### src/console_line_editor_tx_fifo_core_assert.svh
// Assertion macros used by the console line editor datapath.
`ifndef CONSOLE_LINE_EDITOR_TX_FIFO_CORE_ASSERT_SVH
`define CONSOLE_LINE_EDITOR_TX_FIFO_CORE_ASSERT_SVH

// Same-cycle implication, checked outside reset.
`define CLETF_ASSERT_IMPL(lbl, clk, rst_n, ante, cons, msg) \
  lbl: assert property (@(posedge clk) disable iff (!rst_n) (ante) |-> (cons)) \
    else $error(msg);

// Next-cycle implication, checked outside reset.
`define CLETF_ASSERT_NEXT(lbl, clk, rst_n, ante, cons, msg) \
  lbl: assert property (@(posedge clk) disable iff (!rst_n) (ante) |=> (cons)) \
    else $error(msg);

`endif

### src/cletf_pkg.sv
`timescale 1ns / 1ps

package cletf_pkg;

  localparam int unsigned RUN_W = 7;

  localparam logic [1:0] FUNC_RX    = 2'd0;
  localparam logic [1:0] FUNC_QUEUE = 2'd1;
  localparam logic [1:0] FUNC_PUMP  = 2'd2;

  localparam logic [7:0] CH_LF    = 8'h0A;
  localparam logic [7:0] CH_CR    = 8'h0D;
  localparam logic [7:0] CH_BS    = 8'h08;
  localparam logic [7:0] CH_DEL   = 8'h7F;
  localparam logic [7:0] CH_SPACE = 8'h20;
  localparam logic [7:0] CH_TILDE = 8'h7E;

  localparam logic [RUN_W-1:0] MAX_PACKET     = 7'd64;
  localparam logic [RUN_W-1:0] PACKET_CAP_RST = 7'd64;

  localparam logic KIND_LINE = 1'b0;
  localparam logic KIND_TX   = 1'b1;

  typedef struct packed {
    logic [1:0] func;
    logic [7:0] data_byte;
    logic       usb_connected;
    logic [6:0] accept_count;
  } in_t;

  typedef struct packed {
    logic       kind;
    logic [7:0] out_byte;
    logic       last;
  } out_t;

  typedef enum logic [2:0] {
    OP_NONE,
    OP_EOL,
    OP_ERASE,
    OP_PRINT,
    OP_QUEUE,
    OP_PUMP
  } op_e;

  typedef enum logic [2:0] {
    ST_IDLE,
    ST_DECODE,
    ST_QUEUE,
    ST_EMIT,
    ST_DRAIN
  } state_e;

  typedef enum logic [1:0] {
    QS_ITEM,
    QS_BS,
    QS_SPACE
  } qsel_e;

  typedef struct packed {
    logic  capture;
    logic  load_line;
    logic  load_tx;
    logic  rd_issue;
    logic  finish;
    logic  erase;
    logic  store_char;
    logic  queue_en;
    qsel_e qsel;
  } dp_cmd_t;

  typedef struct packed {
    op_e  op;
    logic line_empty;
    logic line_full;
    logic pump_zero;
    logic run_last;
  } dp_stat_t;

endpackage

### src/cletf_ctrl.sv
`timescale 1ns / 1ps

module cletf_ctrl (
  input  logic                clk_i,
  input  logic                rst_ni,
  input  logic                start,
  input  cletf_pkg::dp_stat_t stat_i,
  output cletf_pkg::dp_cmd_t  cmd_o,
  output logic                busy_o
);

  cletf_pkg::state_e state_q, state_d;
  logic [1:0]        q_step_q, q_step_d;
  logic              q_multi_q, q_multi_d;

  always_ff @(posedge clk_i or negedge rst_ni) begin
    if (!rst_ni) begin
      state_q   <= cletf_pkg::ST_IDLE;
      q_step_q  <= '0;
      q_multi_q <= 1'b0;
    end else begin
      state_q   <= state_d;
      q_step_q  <= q_step_d;
      q_multi_q <= q_multi_d;
    end
  end

  // Next state.
  always_comb begin
    state_d   = state_q;
    q_step_d  = q_step_q;
    q_multi_d = q_multi_q;
    unique case (state_q)
      cletf_pkg::ST_IDLE: begin
        if (start) begin
          state_d = cletf_pkg::ST_DECODE;
        end
      end
      cletf_pkg::ST_DECODE: begin
        q_step_d  = '0;
        q_multi_d = 1'b0;
        state_d   = cletf_pkg::ST_IDLE;
        unique case (stat_i.op)
          cletf_pkg::OP_EOL: begin
            if (!stat_i.line_empty) state_d = cletf_pkg::ST_EMIT;
          end
          cletf_pkg::OP_ERASE: begin
            if (!stat_i.line_empty) begin
              state_d   = cletf_pkg::ST_QUEUE;
              q_multi_d = 1'b1;
            end
          end
          cletf_pkg::OP_PRINT: begin
            if (!stat_i.line_full) state_d = cletf_pkg::ST_QUEUE;
          end
          cletf_pkg::OP_QUEUE: state_d = cletf_pkg::ST_QUEUE;
          cletf_pkg::OP_PUMP: begin
            if (!stat_i.pump_zero) state_d = cletf_pkg::ST_EMIT;
          end
          default: state_d = cletf_pkg::ST_IDLE;
        endcase
      end
      cletf_pkg::ST_QUEUE: begin
        q_step_d = q_step_q + 2'd1;
        if (!q_multi_q || (q_step_q == 2'd2)) begin
          state_d = cletf_pkg::ST_IDLE;
        end
      end
      cletf_pkg::ST_EMIT: begin
        if (stat_i.run_last) state_d = cletf_pkg::ST_DRAIN;
      end
      cletf_pkg::ST_DRAIN: state_d = cletf_pkg::ST_IDLE;
      default:             state_d = cletf_pkg::ST_IDLE;
    endcase
  end

  // Commands.
  always_comb begin
    cmd_o      = '0;
    cmd_o.qsel = cletf_pkg::QS_ITEM;
    unique case (state_q)
      cletf_pkg::ST_IDLE: cmd_o.capture = start;
      cletf_pkg::ST_DECODE: begin
        cmd_o.load_line  = (stat_i.op == cletf_pkg::OP_EOL) && !stat_i.line_empty;
        cmd_o.erase      = (stat_i.op == cletf_pkg::OP_ERASE) && !stat_i.line_empty;
        cmd_o.store_char = (stat_i.op == cletf_pkg::OP_PRINT) && !stat_i.line_full;
        cmd_o.load_tx    = (stat_i.op == cletf_pkg::OP_PUMP) && !stat_i.pump_zero;
      end
      cletf_pkg::ST_QUEUE: begin
        cmd_o.queue_en = 1'b1;
        if (q_multi_q) begin
          cmd_o.qsel = (q_step_q == 2'd1) ? cletf_pkg::QS_SPACE : cletf_pkg::QS_BS;
        end
      end
      cletf_pkg::ST_EMIT:  cmd_o.rd_issue = 1'b1;
      cletf_pkg::ST_DRAIN: cmd_o.finish   = 1'b1;
      default:             cmd_o          = '0;
    endcase
  end

  assign busy_o = (state_q != cletf_pkg::ST_IDLE);

endmodule

### config.mk
export PLATFORM = sky130hd
export DESIGN_NAME = cletf_ctrl
export DESIGN_NICKNAME = d
export VERILOG_FILES = /design/src/console_line_editor_tx_fifo_core_assert.svh /design/src/cletf_pkg.sv /design/src/cletf_ctrl.sv
export SDC_FILE = /design/constraint.sdc
export NUM_CORES = 1
export LEC_CHECK = 0
export BUFFER_PORTS_ARGS = -buffer_cell sky130_fd_sc_hd__buf_2
export CAP_MARGIN = 5
export CORE_AREA = 8 8 45 47
export CTS_BUF_LIST = sky130_fd_sc_hd__clkbuf_4 sky130_fd_sc_hd__clkbuf_8
export DETAILED_ROUTE_END_ITERATION = 8
export DIE_AREA = 0 0 53 55
export PLACE_DENSITY_LB_ADDON = 0.15
export SLEW_MARGIN = 20
export SYNTH_ARGS = -nofsm -noshare
export SYNTH_HDL_FRONTEND = slang
export SYNTH_SLANG_ARGS = --single-unit
### constraint.sdc
create_clock -name clk_i -period 2.1 [get_ports clk_i]
set_clock_uncertainty 0.15 [all_clocks]
set_input_delay 0.105 -clock clk_i [delete_from_list [all_inputs] [get_ports clk_i]]
set_output_delay 0.105 -clock clk_i [all_outputs]
set_load 0.03 [all_outputs]
* Yosys cells after proc, flatten, opt, wreduce, memory -nomap -nowiden *
Index checks and enable logic that the tools add are counted.

word-level totals
  register bits after elaboration = 6
  bits in latches = 0
  memories = 0
  ROM bits = 0
  output and inout port bits = 11
  bits in writable memories = 0

cells by class
  divide/modulo/power cells = 0
  bitwise operators = 0
  shift operators = 0
  equality and inequality tests = 14
  order comparisons = 0
  reduce and logical (&&, ||, !) cells = 13
  mux-type cells = 20
  $mul = 0
  add/subtract/negate cells = 1

operator list
  cell                 number
  $mux 2               8
  $pmux 3 s5           1
  $eq 3x2->1 const B   4
  $mux 3               4
  $pmux 3 s4           1
  $eq 3x3->1 const B   3
  $eq 3x1->1 const B   2
  $ne 2x2->1 const B   3
  $mux 1               5
  $logic_and 1x1->1    4
  $logic_not 1->1      4
  $pmux 2 s2           1
  $logic_not 3->1      1
  $reduce_and 3->1     1
  $reduce_bool 3->1    1
  $add 2x1->2 const B  1
  $eq 2x1->1 const B   1
  $eq 2x2->1 const B   1
  $reduce_bool 2->1    1
  $logic_or 1x1->1     1

* Depth between registers and ports, before layout *
Gate-level depths: netlist (run 1).

  word-level depth = 4
  gate-level depth with buffers = 6

* Least setup slack after synthesis (run 1) *
No wires, ideal clock.

  path type = reg-to-output
  start point = reg state_q[0]
  end point = out cmd_o[3] (netlist name)
  data required time = 1.845 ns
  cell stages (with the launch flop) = 5
  slack = -0.039 ns
  arrival = 1.884 ns
  path buffers = 2
  cells stage by stage = dfrtp_1 > buf_4 > or3b_1 > buf_6 > nor4_1

RTL lines
  element                   line              RTL
  start: declaration        cletf_ctrl.sv:12  cletf_pkg::state_e state_q, state_d;
  start signal: assignment  cletf_ctrl.sv:18  state_q <= cletf_pkg::ST_IDLE;
  start signal: assignment  cletf_ctrl.sv:22  state_q <= state_d;
  end: declaration          cletf_ctrl.sv:8   output cletf_pkg::dp_cmd_t cmd_o,

==> results of run 1 <==
placed cells by master, fill, tap and decap left out, drive strengths merged, types with 2 or more instances in the layout:
cell type     n
nand3b        2
inv           5
nor4          2
a22o          2
dlygate4sd3   2
and3          2
mux2i         3
ha            2
nor3          2
nand2         3
a21oi         4
o21ai         2
dfrtp         6
nand2b        3
nor3b         2
clkbuf        3
nor2b         2
nor2          5
buf          20
stage by stage:
step                utilization, %  hold slack [ns]  TNS, ns  total power, mW  area, µm²
CTS                           46.6           0.0495        0            0.624        644
finish                        46.7           0.0460        0            0.625        647
global route                  46.7           0.0913        0            0.688        647
floorplan                        -           -0.341  -0.0773            0.469        504
global placement              43.5           -0.216        0            0.513        602
detailed placement            43.5           -0.213        0            0.512        602
critical path, delay by kind of cell, from the launching register on:
| kind | cells | cell delay [ns] |
|---|---|---|
| flops | 1 | 0.45 |
| buf+inv | 1 | 0.24 |
| simple gates | 2 | 0.71 |
how the worst max path moves through the flow:
stage | startpoint | endpoint
floorplan | state_q[0] | cmd_o[3]
global placement | state_q[0] | cmd_o[8]
detailed placement | state_q[0] | cmd_o[8]
CTS | state_q[0] | cmd_o[8]
global route | state_q[0] | cmd_o[3]
finish | state_q[0] | cmd_o[3]
metal layers:
| layer | track usage [%] | wire length (µm) | vias to the layer above | part of all wire [%] |
|---|---|---|---|---|
| met3 | 1.87 | 85 | 2 | 6.9 |
| met1 | 9.54 | 486 | 223 | 40 |
| met5 | 0 | 0 | - | 0 |
| met4 | 6.47 | 19 | 0 | 1.6 |
| li1 | - | - | 243 | - |
| met2 | 15.6 | 633 | 12 | 52 |
state kept, by name, indices dropped and copies added (netlist names):
name	flops
q_step_q	2
q_multi_q	1
state_q	3
where the power goes:
group | total, mW | switching, mW | leakage [nW] | internal [mW]
Combinational | 0.333 | 0.183 | 0.256 | 0.150
Sequential | 0.187 | 0.0413 | 0.0807 | 0.146
Clock | 0.105 | 0.0400 | 0.0138 | 0.0645
Total | 0.625 | 0.264 | 0.350 | 0.361
cells by family (layout without fill, tap and decap cells):
kind of cell	Yosys count	after routing	synth area share, %
compound gates	10	10	13.4
mux	4	4	8.93
buf+inv	8	30	8.19
simple gates	28	28	34.7
flops	6	6	29.8
fa+ha+maj	2	2	4.96
area by class of cell:
cell class	instances	area share, %
clock buffer	3	3.48
inverter	5	2.90
multi-input combinational	44	48.7
sequential	6	23.2
tap	16	3.09
timing repair buffer	22	18.6
timing repair:
item	4_1_cts	5_1_grt
gates resized for setup	0	1
setup endpoints to repair	0	2
hold endpoints to repair	7	0
hold buffers	2	0
==> impl_metrics.tcl, run 1 <==
set metrics [dict create \
    synthesis.nets 70 \
    timing_max_transition_violations_final 0 \
    gp_congestion 0.822 \
    final_cells 96 \
    crit_path_cell_trace "or3b_4 > nor4_1 > buf_2" \
    row_count 14 \
    worst_slew_pin_slew_ns 0.237 \
    syn-instance-count 58 \
    min-delay-path-class "primary input to flip-flop" \
    placedCellCount 91 \
    synth_top_flop_cell "dfrtp_1" \
    buffer_ports.inserted 20 \
    clk-insertion-delay-late_ns 0.24 \
    cts-root-to-sink-buffers 2 \
    io_pins 21 \
    antenna_violating_nets_post_route 0 \
    post-place-ws_ns 0.388 \
    yosys.area.top_type_share_pct 29.8 \
    timing.final.hold_violations 0 \
    cellLeakagePower_nw 0.350 \
    sequential_cell_area_um2 150 \
    initial_core_util_pct 36.4 \
    post_synth_main_area_contributors "dfrtp_1, mux2i_1, ha_1" \
    post_synthesis_cell_area_um2 504 \
    floorplan.die.width_um 53 \
    die_h_um 55 \
    max_slew_margin_pct 84.1 \
    cp_max_fo 9 \
    num-fill-cells 152 \
    cts_sinks 6 \
    number_of_global_route_vias_before_repair 479 \
    worst_hold_startpoint "start" \
    route.detailed.vias_per_inst 5.00 \
    max_freq_ghz 0.527 \
    cts-buffers-inserted 3 \
    setup_repair_after_global_routing_missed_its_margin "no" \
    synth.distinct_cells 30 \
    grt_start_max_net_pins 10 \
    critical_path_class "flip-flop to output port" \
    run_status "finished, final reports clean" \
    cts_tree "built" \
    drv.max_cap_violation_count 0 \
    root_buffer "clkbuf_4" \
    multi_input_comb_area_um2 315 \
    post_cts.repair.setup_buffers 0 \
    yosys_register_bits 6 \
    crit_required_ns 1.85 \
    number_of_enable_type_register_cells_in_the_synthesized_netlist 0 \
    critPathMaxStageDelay_ns 0.47 \
    die-area_um2 2920 \
    routedWlPerCell_um 12.8 \
    wire_length_of_the_first_global_routing_pass_um 2000 \
    netlist_top_cells_count "dfrtp_1, inv_1, nor2_1" \
    yosys.area.top_type "dfrtp_1" \
    ys_warn_count 0 \
    area_growth_pct 28.3 \
    global_route.usage.total_pct 9.00 \
    post_synth.cell_area_avg_um2 8.69 \
    crit-reg2reg-launch "state_q[0]" \
    placeableCoreArea_um2 1380 \
    residual_overflow_from_global_routing 0 \
    ff2ff_path_depth 3 \
    power_density_nw_per_um2 967 \
    setup_viol 0 \
    wirelength_um 1230 \
    critPathSlowestCell "or3b_4" \
    hold_path_end "state_q[0]" \
    synth.yosys.seq_area_share_pct 29.8 \
    nNetsFinal 94 \
    period_needed_ns 1.90 \
    cts.reportedPaths.clkPinSlew_ns 0.04 \
    cts-htree-levels 1 \
    setup.worst_path.end_class "output port" \
    synth_async_sr_flop_share_pct 100 \
    worstSetupStartpointType "flip-flop" \
    final.setup.worst_slack_ns 0.202 \
    detailedPlacementHpwl_um 929 \
    ir_worst_vdd_mv 0.393 \
    dr.pass1.iters 4 \
    antenna-diode-count 0 \
    worst_hold_path.num_cells 3 \
    worstPathArrival_ns 1.64 \
    timing.reg2reg.setup_slack_ns 0.51 \
    detail_route.iter0.violations 4 \
    yosysMostFrequentCell "dfrtp_1" \
    worst_r2r_endpoint "q_step_q[0]" \
    min_period_over_period_pct 90.4 \
    antenna_found_initial 0 \
    detail_route.drc_violations 0 \
    drive_gt1_share_pct 36.3 \
    num_vias 480 \
]
(Power assumes the default switching activity.)
==> run 2: changes to the inputs <==
--- a/config.mk
+++ b/config.mk
@@ -11,8 +11,9 @@
 export CTS_BUF_LIST = sky130_fd_sc_hd__clkbuf_4 sky130_fd_sc_hd__clkbuf_8
 export DETAILED_ROUTE_END_ITERATION = 8
 export DIE_AREA = 0 0 53 55
-export PLACE_DENSITY_LB_ADDON = 0.15
+export PLACE_DENSITY = 0.7
 export SLEW_MARGIN = 20
 export SYNTH_ARGS = -nofsm -noshare
 export SYNTH_HDL_FRONTEND = slang
 export SYNTH_SLANG_ARGS = --single-unit
+export TNS_END_PERCENT = 5
==> run 2 against run 1 <==
- critical endpoint unchanged
- fmax decreased by 0.42%
- critical path type unchanged
- largest cell class unchanged
- worst setup slack got worse by 0.0080 ns
- final area unchanged
==> impl_metrics.tcl, run 2 (synthesis results as in run 1) <==
set metrics [dict create \
    grt_start_max_net_pins 10 \
    die_h_um 55 \
    timing.final.hold_violations 0 \
    cellLeakagePower_nw 0.350 \
    dr.max_layer_used "met3" \
    gp_congestion 0.832 \
    area_growth_pct 28.3 \
    setup.worst_path.end "cmd_o[3]" \
    detail_route.drc_violations 0 \
    num-fill-cells 140 \
    nNetsFinal 94 \
    sequential_cell_area_um2 150 \
    ff2ff_path_depth 3 \
    drive_gt1_share_pct 36.3 \
    timing.reg2reg.setup_slack_ns 0.49 \
    post-route-cell-area_um2 647 \
    reg.largest.list "state_q (3), q_step_q (2), q_multi_q (1)" \
    worst_hold_path.num_cells 3 \
    worst_slew_pin_slew_ns 0.245 \
    routedWlPerCell_um 11.6 \
    placedInstanceArea_um2 602 \
    wl_met3_um 82 \
    root_buffer "clkbuf_4" \
    antenna-diode-count 0 \
    setup_viol 0 \
    met1_layer_wirelength_in_the_final_routing_um 468 \
    critical_path.startpoint "state_q[0]" \
    met2_wirelength_um 567 \
    crit-reg2reg-launch "state_q[0]" \
    critPathMaxStageDelay_ns 0.47 \
    setup.worst_path.end_class "output port" \
    io_pins 21 \
    clk-insertion-delay-late_ns 0.24 \
    worst_r2r_endpoint "q_step_q[0]" \
    critPathSlowestCell "dfrtp_1" \
    cts.reportedPaths.clkPinSlew_ns 0.04 \
    placedCellCount 91 \
    min_period_over_period_pct 90.7 \
    share_seq_of_total_power_pct 30.2 \
    combinationalPowerShare_pct 53.3 \
    placeableCoreArea_um2 1380 \
    min-delay-path-class "primary input to flip-flop" \
    antenna_violating_nets_post_route 0 \
    wirelength_um 1120 \
    worstSetupStartpointType "flip-flop" \
    critical_path_class "flip-flop to output port" \
    final_cells 96 \
    setup_repair_after_global_routing_missed_its_margin "no" \
    run_status "finished, final reports clean" \
    dr.pass1.iters 4 \
    most-common-layout-cells "buf_2, dfrtp_1, inv_1, nor2_1, a21oi_1" \
    route.detailed.vias_per_inst 4.88 \
    cts-root-to-sink-buffers 2 \
    cts_sinks 6 \
    max_slew_margin_pct 83.6 \
    period_needed_ns 1.91 \
    crit_path_cell_trace "or3b_4 > nor4_1 > buf_2" \
    largest_register_ffs 3 \
    cp_max_fo 9 \
    cts-htree-levels 1 \
    drv.max_cap_violation_count 0 \
    num_vias 468 \
    worst_hold_slack_ns 0.0383 \
    cts_tree "built" \
    multi_input_comb_area_um2 315 \
    most_common_cell_after_layout_fill_and_taps_aside "buf_2" \
    die-area_um2 2920 \
    worstPathArrival_ns 1.65 \
    antenna_found_initial 0 \
    p_int_mw 0.361 \
    buffer_ports.inserted 20 \
    floorplan.die.width_um 53 \
    power_density_nw_per_um2 970 \
    max_freq_ghz 0.525 \
    initial_core_util_pct 36.4 \
    pwr-share-clk_pct 16.6 \
    tns_ns 0 \
    cts-buffers-inserted 3 \
    power.share.switching_pct 42.4 \
    number_of_global_route_vias_before_repair 468 \
    residual_overflow_from_global_routing 0 \
    timing_max_transition_violations_final 0 \
    ir_worst_vdd_mv 0.560 \
    final_core_utilization_pct 46.7 \
    largest-register "state_q" \
    wire_length_of_the_first_global_routing_pass_um 1910 \
    global_route.usage.total_pct 8.67 \
    row_count 14 \
    crit_required_ns 1.85 \
    switchingPower_mw 0.266 \
    detail_route.iter0.violations 9 \
]
[run 2: cell counts in the layout (fill, tap and decap cells not counted)]
No cell type changed its count.
[run 2: worst min-delay path by stage]
stage	startpoint	end	slack, ns
after floorplan	rst_ni	q_multi_q	-0.34
after global placement	rst_ni	state_q[2]	-0.22
after detailed placement	rst_ni	state_q[0]	-0.21
after CTS	start	state_q[0]	0.04
after global routing	start	state_q[0]	0.06
final	start	state_q[0]	0.04
[run 2: timing repair]
item	4_1_cts	5_1_grt
gates resized for setup	0	1
setup endpoints to repair	0	1
hold endpoints to repair	7	0
buffers inserted	0	0
hold buffers	2	0
[run 2: final cells by class]
type,count,area share (%)
clock buffers,3,3.48
inverters,5,2.90
multi-input cells,44,48.7
flip-flops and latches,6,23.2
well taps,16,3.09
repair buffers,22,18.6
[run 2: worst max-delay path, delay by kind of cell, from the launching register on]
kind	cells	cell delay, ns
simple gates	2	0.70
flops	1	0.47
buf+inv	1	0.24
[run 2: stage by stage]
stage	power, mW	setup slack (ns)
after floorplan	0.469	-0.0387
after global placement	0.507	0.416
after detailed placement	0.515	0.374
after CTS	0.627	0.0991
after global routing	0.685	0.0837
final	0.627	0.194
[run 2: layer usage]
| metal | GRT usage [%] | up-vias |
|---|---|---|
| met2 | 13.7 | 12 |
| met1 | 9.83 | 210 |
| met4 | 3.88 | 0 |
| met3 | 4.01 | 0 |
| met5 | 0 | - |
| li1 | - | 246 |
[run 2: power groups by stage]
stage | clock network [mW] | registers (mW) | logic, mW
global route | 0.118 | 0.196 | 0.372
CTS | 0.108 | 0.188 | 0.331
global placement | 0 | 0.185 | 0.322
finish | 0.104 | 0.189 | 0.334
detailed placement | 0 | 0.189 | 0.326
floorplan | 0 | 0.166 | 0.303
==> run 3: changes to the inputs <==
--- a/config.mk
+++ b/config.mk
@@ -11,7 +11,7 @@
 export CTS_BUF_LIST = sky130_fd_sc_hd__clkbuf_4 sky130_fd_sc_hd__clkbuf_8
 export DETAILED_ROUTE_END_ITERATION = 8
 export DIE_AREA = 0 0 53 55
-export PLACE_DENSITY = 0.7
+export PLACE_DENSITY = 0.72
 export SLEW_MARGIN = 20
 export SYNTH_ARGS = -nofsm -noshare
 export SYNTH_HDL_FRONTEND = slang
==> constraint.sdc (replaced) <==
create_clock -name clk_i -period 1.7 [get_ports clk_i]
set_clock_uncertainty 0.15 [all_clocks]
set_input_delay 0.34 -clock clk_i [delete_from_list [all_inputs] [get_ports clk_i]]
set_output_delay 0.34 -clock clk_i [all_outputs]
set_load 0.03 [all_outputs]
==> run 3 against run 2 <==
- die area unchanged
- via count up 12%
- first-iteration DRC count down 67%
- count of clock-buffer cells in the layout unchanged
- final area up 31%
- global-route usage up 2.0 points
- the flow now finishes with violations (setup timing)
- sequential power up 11%
- total power up 54%
- largest power group unchanged
- critical path type unchanged
- flip-flop and latch count unchanged
==> impl_metrics.tcl, run 3 (synthesis results as in run 1) <==
set metrics [dict create \
    root_buffer "clkbuf_4" \
    wirelength_um 1330 \
    buffer_ports.inserted 20 \
    reg.largest.list "state_q (3), q_step_q (2), q_multi_q (1)" \
    setup_viol 11 \
    max_freq_ghz 0.495 \
    crit_path_cell_trace "or3b_1 > buf_6 > nor4_4 > buf_4" \
    failed_checks "setup timing" \
    row_count 14 \
    cellLeakagePower_nw 0.428 \
    wire_length_of_the_first_global_routing_pass_um 2370 \
    power_density_nw_per_um2 1140 \
    residual_overflow_from_global_routing 0 \
    cts-htree-levels 1 \
    timing.critical_path.max_delay_family "simple AND/OR/NAND/NOR gates" \
    setup.worst_path.end_class "output port" \
    cts_tree "built" \
    antenna_found_initial 0 \
    worstSetupStartpointType "flip-flop" \
    worstPathArrival_ns 1.53 \
    timing_max_transition_violations_final 0 \
    global_route.usage.total_pct 10.7 \
    placeableCoreArea_um2 1380 \
    gp_congestion 0.815 \
    num-fill-cells 127 \
    cts-buffers-inserted 3 \
    worst_slew_pin_slew_ns 0.252 \
    final.setup.worst_slack_ns -0.318 \
    crit_buf_inv 2 \
    num_vias 523 \
    detail_route.drc_violations 0 \
    die-area_um2 2920 \
    largest_register_ffs 3 \
    run_status "finished with violations" \
    period_needed_ns 2.02 \
    number_of_global_route_vias_before_repair 551 \
    detail_route.iter0.violations 3 \
    ff2ff_path_depth 5 \
    floorplan.die.width_um 53 \
    cp_max_fo 6 \
    drv.max_cap_violation_count 0 \
    worst_hold_slack_ns 0.221 \
    timing.final.hold_violations 0 \
    io_pins 21 \
    antenna_violating_nets_post_route 0 \
    min-delay-path-class "primary input to flip-flop" \
    cts_sinks 6 \
    initial_core_util_pct 36.4 \
    ir_worst_vdd_mv 0.672 \
    critical_path_class "flip-flop to output port" \
    antenna-diode-count 0 \
    routedWlPerCell_um 12.4 \
    most_common_cell_after_layout_fill_and_taps_aside "buf_4" \
    worst_hold_path.num_cells 2 \
    setup_repair_after_global_routing_missed_its_margin "yes" \
    largest-register "state_q" \
    clk-insertion-delay-late_ns 0.24 \
    route.detailed.vias_per_inst 4.89 \
    critPathMaxStageDelay_ns 0.39 \
    cts.reportedPaths.clkPinSlew_ns 0.04 \
    nNetsFinal 105 \
    crit_required_ns 1.21 \
    die_h_um 55 \
    most-common-layout-cells "buf_4, buf_2, buf_6" \
    max_slew_margin_pct 83.2 \
    min_period_over_period_pct 119 \
    grt_start_max_net_pins 10 \
    drive_gt1_share_pct 51.6 \
    cts-root-to-sink-buffers 2 \
    timing.critical_path.depth 4 \
    dr.pass1.iters 2 \
    area_growth_pct 67.5 \
    detailedPlacementHpwl_um 1040 \
    post-place-ws_ns -0.132 \
    critPathSlowestCell "or3b_1" \
]
## run 3: final cells by class
cell class | count | area, µm² | area share (%)
clock buffers | 3 | 22.5 | 2.67
well taps | 16 | 20.0 | 2.37
flip-flops and latches | 6 | 150 | 17.8
multi-input cells | 44 | 378 | 44.7
inverters | 5 | 18.8 | 2.22
repair buffers | 33 | 255 | 30.2
## run 3: timing repair
item                                   CTS  global route
hold buffers                             1             0
gates cloned                             0             0
resized for setup                       19             2
setup buffers                            1             0
endpoints found under the hold margin    6             0
pin swaps                                1             0
setup endpoints to repair               11            12
## run 3: path summary, 6_finish.rpt
kind	slack (ns)	start	end
max in group asynchronous	0.96	rst_ni	q_multi_q
max reg2reg	0.02	state_q[1]	q_step_q[0]
min	0.22	stat_i[0]	state_q[2]
min in group asynchronous	0.30	rst_ni	q_step_q[1]
max	-0.32	state_q[1]	cmd_o[3]
min reg2reg	0.39	q_step_q[1]	q_step_q[1]
## run 3: report_power, final
part	total (mW)	switching, mW	leakage (nW)	internal (mW)
registers	0.209	0.0286	0.0807	0.180
logic	0.629	0.323	0.333	0.306
clock network	0.127	0.0475	0.0138	0.0796
total	0.965	0.399	0.428	0.566
## run 3: per-layer routing
layer / share of wire, % / GRT usage [%] / up-vias
met2: 53 / 19.3 / 12
met5: 0 / 0 / -
met1: 40 / 10.8 / 245
met3: 6.6 / 4.28 / 0
li1: - / - / 266
met4: 0 / 3.88 / 0
## run 3: metrics by stage
step                cell area (µm²)  power, mW  TNS (ns)  utilization, %  cells
detailed placement              737      0.770    -0.492            53.3    102
floorplan                       557      0.621    -0.723               -     58
CTS                             835      0.967     -2.22            60.3    107
global route                    845       1.04     -2.75            61.0    107
global placement                737      0.760    -0.395            53.3    102
finish                          845      0.965     -2.00            61.0    107
